[config.mk]
export PLATFORM = sky130hd
export DESIGN_NAME = hpr_cordic
export DESIGN_NICKNAME = d
export VERILOG_FILES = /design/src/rtl/hpr_pkg.sv /design/src/rtl/hpr_cordic.sv
export SDC_FILE = /design/constraint.sdc
export NUM_CORES = 2
export LEC_CHECK = 0
export BUFFER_PORTS_ARGS = -buffer_cell sky130_fd_sc_hd__buf_2
export CAP_MARGIN = 20
export CORE_MARGIN = 2
export CORE_UTILIZATION = 58
export CTS_BUF_LIST = sky130_fd_sc_hd__clkbuf_16
export CTS_CLUSTER_DIAMETER = 150
export DETAILED_ROUTE_END_ITERATION = 10
export HOLD_SLACK_MARGIN = 0.08
export MAX_ROUTING_LAYER = met4
export PLACE_DENSITY = 0.77
export SLEW_MARGIN = 25
export SYNTH_ARGS = -nofsm -noshare
export SYNTH_HDL_FRONTEND = slang
export SYNTH_SLANG_ARGS = --single-unit
[constraint.sdc]
create_clock -name clk_i -period 6.5 [get_ports clk_i]
set_input_delay 0.325 -clock clk_i [delete_from_list [all_inputs] [get_ports clk_i]]
set_output_delay 0.325 -clock clk_i [all_outputs]
set_load 0.01 [all_outputs]
[src/rtl/hpr_pkg.sv]
package hpr_pkg;

  // pipeline geometry
  localparam int unsigned NumStages   = 12;
  localparam int unsigned CordicSteps = 8;

  // datapath widths
  localparam int unsigned ErrW  = 34;
  localparam int unsigned WW    = 43;
  localparam int unsigned CsW   = 20;
  localparam int unsigned ZW    = 26;

  localparam logic signed [CsW-1:0] CordicStart = 20'sd39797;
  localparam logic signed [19:0]    TwoPiQ16    = 20'sd411775;

  // arctangent of 2^-i in 2^-24 turn
  localparam logic signed [ZW-1:0] AtanTurns [16] = '{
    26'sd2097152, 26'sd1238021, 26'sd654136, 26'sd332050,
    26'sd166669,  26'sd83416,   26'sd41718,  26'sd20860,
    26'sd10430,   26'sd5215,    26'sd2608,   26'sd1304,
    26'sd652,     26'sd326,     26'sd163,    26'sd81
  };

  // register map
  typedef enum logic [2:0] {
    RegGoalX       = 3'd0,
    RegGoalY       = 3'd1,
    RegGoalHeading = 3'd2,
    RegGainX       = 3'd3,
    RegGainY       = 3'd4,
    RegGainHeading = 3'd5,
    RegMaxSpeed    = 3'd6,
    RegMaxTurnRate = 3'd7
  } cfg_reg_e;

  typedef struct packed {
    logic [15:0] gain_x;
    logic [15:0] gain_y;
    logic [15:0] gain_heading;
    logic [14:0] max_speed;
    logic [14:0] max_turn_rate;
  } gain_cfg_t;

  typedef struct packed {
    logic signed [CsW-1:0] x;
    logic signed [CsW-1:0] y;
    logic signed [ZW-1:0]  z;
  } cordic_t;

  // one micro-rotation
  function automatic cordic_t cordic_iter(cordic_t a, logic [3:0] i);
    cordic_t r;
    if (!a.z[ZW-1]) begin
      r.x = a.x - (a.y >>> i);
      r.y = a.y + (a.x >>> i);
      r.z = a.z - AtanTurns[i];
    end else begin
      r.x = a.x + (a.y >>> i);
      r.y = a.y - (a.x >>> i);
      r.z = a.z + AtanTurns[i];
    end
    return r;
  endfunction

endpackage

[src/rtl/hpr_cordic.sv]
module hpr_cordic (
  input  logic                                    clk_i,
  input  logic [hpr_pkg::CordicSteps-1:0]         en_i,
  input  logic signed [hpr_pkg::ZW-1:0]           z0_i,
  output logic signed [hpr_pkg::CsW-1:0]          cos_o,
  output logic signed [hpr_pkg::CsW-1:0]          sin_o
);
  import hpr_pkg::*;

  cordic_t st_q [CordicSteps];
  cordic_t init;

  assign init = '{x: CordicStart, y: '0, z: z0_i};

  // two micro-rotations per register stage
  for (genvar j = 0; j < CordicSteps; j++) begin : g_step
    cordic_t prev;
    if (j == 0) begin : g_first
      assign prev = init;
    end else begin : g_next
      assign prev = st_q[j-1];
    end
    always_ff @(posedge clk_i) begin
      if (en_i[j]) begin
        st_q[j] <= cordic_iter(cordic_iter(prev, 4'(2*j)), 4'(2*j+1));
      end
    end
  end

  assign cos_o = st_q[CordicSteps-1].x;
  assign sin_o = st_q[CordicSteps-1].y;

endmodule

==> impl_metrics.py <==
metrics = {
    "routing": {
        "wl_per_cell_um": 17.3,
        "drt_first_pass_iters": 6,
        "via_per_inst": 5.95,
        "via_count": 51800,
        "drcViolationCount": 0,
        "wl_mm": 150,
        "drtIter0Drc": 3645,
        "ant_nets": 0,
    },
    "global_routing": {
        "grtUsageMet2_pct": 46.4,
        "grt_max_degree": 67,
        "grt_pass1_wl_mm": 236,
        "grt.busiest_layer": "met2",
        "grt.total_usage_pct": 28.2,
        "gr-total-overflow": 0,
        "met3_usage_pct": 2.50,
        "grtUsageMet1_pct": 36.8,
        "antenna_found_initial": 1,
        "grt_pass1_vias": 47800,
    },
    "layout": {
        "multiInputGateArea_sq_um": 44500,
        "final_util_pct": 66.5,
        "n_fill_cell": 8104,
        "drive_gt1_share_pct": 12.9,
        "largest_register_ffs": 473,
        "seqCellArea_sq_um": 14200,
        "area_delta_synth_final_pct": 13.9,
        "largestRegisters": "st_q: 473 flops",
        "nets": 8266,
        "largest-register": "st_q",
    },
    "clocking": {
        "cts_max_path_buffers": 3,
        "h-tree-depth": 2,
        "cts_root_buf": "clkbuf_16",
        "cts.sinks": 473,
        "cts_made_buffers": 54,
        "clk_pin_slew_ns": 0.06,
        "insertion_delay_ns": 0.67,
        "cts_tree": "built",
    },
    "sta": {
        "worstMarginPinSlew_ns": 0.948,
        "slew_viol_final": 0,
        "fin_crit_sh_pct": 99.9,
        "fin_skew_ns": 0.0276,
        "slew_headroom_pct": 36.8,
        "period_needed_ns": 6.49,
        "fmax_ghz": 0.154,
        "hold_viol": 0,
        "setup_violations": 0,
        "rsz0062_at_grt": "yes",
    },
    "yosys": {
        "synth_area_sq_um": 59200,
        "ys_types": 108,
        "yosysWarnings": 0,
        "syn_inst": 6820,
        "ys_seq_area_share_pct": 24.0,
        "async_reset_ff_share_pct": 0,
        "synth_edf_count": 473,
        "ys.flop_type": "edfxtp_1",
        "ys_ff_latch": 473,
        "syn_nets": 7806,
        "avgSynthCellArea_sq_um": 8.68,
    },
    "die": {
        "start_util_pct": 58.3,
        "die_w_um": 323,
        "die_area_sq_um": 105000,
        "die_h_um": 323,
        "rows": 117,
        "core_area_sq_um": 101000,
        "ios": 75,
    },
    "min_path": {
        "hold_start": "z0_i[7]",
        "hp-class": "in2reg",
    },
    "place": {
        "gp_routability_congestion": 0.949,
        "hpwlAfterDp_mm": 121,
        "io_buffers": 74,
    },
    "worst_setup_path": {
        "path_class": "reg2reg",
        "cpPeakStageDelay_ns": 0.41,
        "cp_data_arrival_time_ns": 6.90,
        "end_kind": "flop",
        "crit_path_top_delay_cell": "or3_4",
        "required_ns": 6.91,
        "cp-startpoint": "st_q[1][176]",
        "r2r-start": "st_q[1][176]",
        "critPathMaxFanout": 4,
        "crit_path_start_kind": "flop",
    },
    "flow_run": {
        "cap_violations": 0,
    },
    "status": {
        "status": "finished, final reports clean",
    },
}
[Yosys cell counts, drive strengths merged (110+ instances only)]
master	instances	area share, %
nor3	204	1.8
nand2	362	2.3
edfxtp	473	24
nor2b	110	1.2
o21ai	395	3.3
a21o	190	2.4
inv	437	2.8
xnor2	635	9.5
nor2	645	4.1
xor2	277	4.1
o21a	147	1.9
a21oi	646	5.5
nand3	130	1.1
ha	909	19
[timing repair]
item | 4_1_cts | 5_1_grt
hold endpoints to repair | 4 | 0
cloned | 0 | 0
setup endpoints to repair | 18 | 82
gates resized for setup | 50 | 272
pin swaps | 27 | 104
hold buffers | 4 | 0
setup buffers | 16 | 62
[logic make-up after synthesis]
logic type	share of synthesized area, %
adders and majority gates	20.6
buffers and inverters	3.33
xor gates and xnor gates	13.7
and+or+nand+nor	15.5
DFF	24.0
AOI/OAI and AO/OA	21.8
muxes	1.02
[metrics by stage]
step	std cells	setup WS, ns	area (sq um)	hold slack [ns]	setup TNS (ns)
finish	8695	0.00523	67400	0.114	0
detailed placement	8512	-0.370	63600	0.405	-1.93
global route	8695	-0.227	67400	0.130	-1.46
global placement	8512	-0.253	63600	0.401	-0.958
floorplan	6820	-0.0479	59300	0.400	-0.0781
CTS	8634	-0.0855	65800	0.0804	-0.0855
[area by class of cell]
class                   instances  share of cell area [%]
diodes                          1                 0.00371
well taps                    1368                    2.54
flip-flops and latches        473                    21.1
clock inverters                48                   0.629
multi-input cells            5823                    66.0
inverters                     441                    2.47
repair buffers                487                    5.28
clock buffers                  54                    2.00
[critical path, delay by kind of cell (launching register included)]
kind / cells / cell delay [ns]
AO/OA/AOI/OAI: 15 / 2.61
AND/OR/NAND/NOR: 6 / 1.17
adder cells (fa/ha/maj): 4 / 1.01
buffers and inverters: 5 / 0.69
flip-flops: 1 / 0.39
XOR/XNOR: 2 / 0.37
[final timing paths]
| kind | to | slack, ns | cells past startpoint |
|---|---|---|---|
| worst min-delay path | st_q[0][7] | 0.11 | 3 |
| worst min register to register | st_q[1][67] | 0.42 | 0 |
| worst max register to register | st_q[1][242] | 0.005 | 32 |
| worst max-delay path | st_q[1][242] | 0.005 | 32 |
[layout by cell type (no fill, tap or decap), types with 270 or more instances in the layout]
| cell | count |
|---|---|
| a21oi_1 | 605 |
| edfxtp_1 | 473 |
| ha_1 | 893 |
| buf_4 | 397 |
| xor2_1 | 270 |
| nand2_1 | 359 |
| inv_1 | 430 |
| nor2_1 | 640 |
| o21ai_0 | 346 |
| xnor2_1 | 613 |
[per-layer routing]
metal | vias to the layer above | routed length [um]
li1 | 25900 | -
met1 | 24300 | 67700
met2 | 1342 | 70000
met3 | 240 | 7900
met4 | 0 | 4840
met5 | - | 0
Power is left out: the tool's default activity adds up to more than one toggle a clock period on the data nets, which glitch-free logic cannot reach.
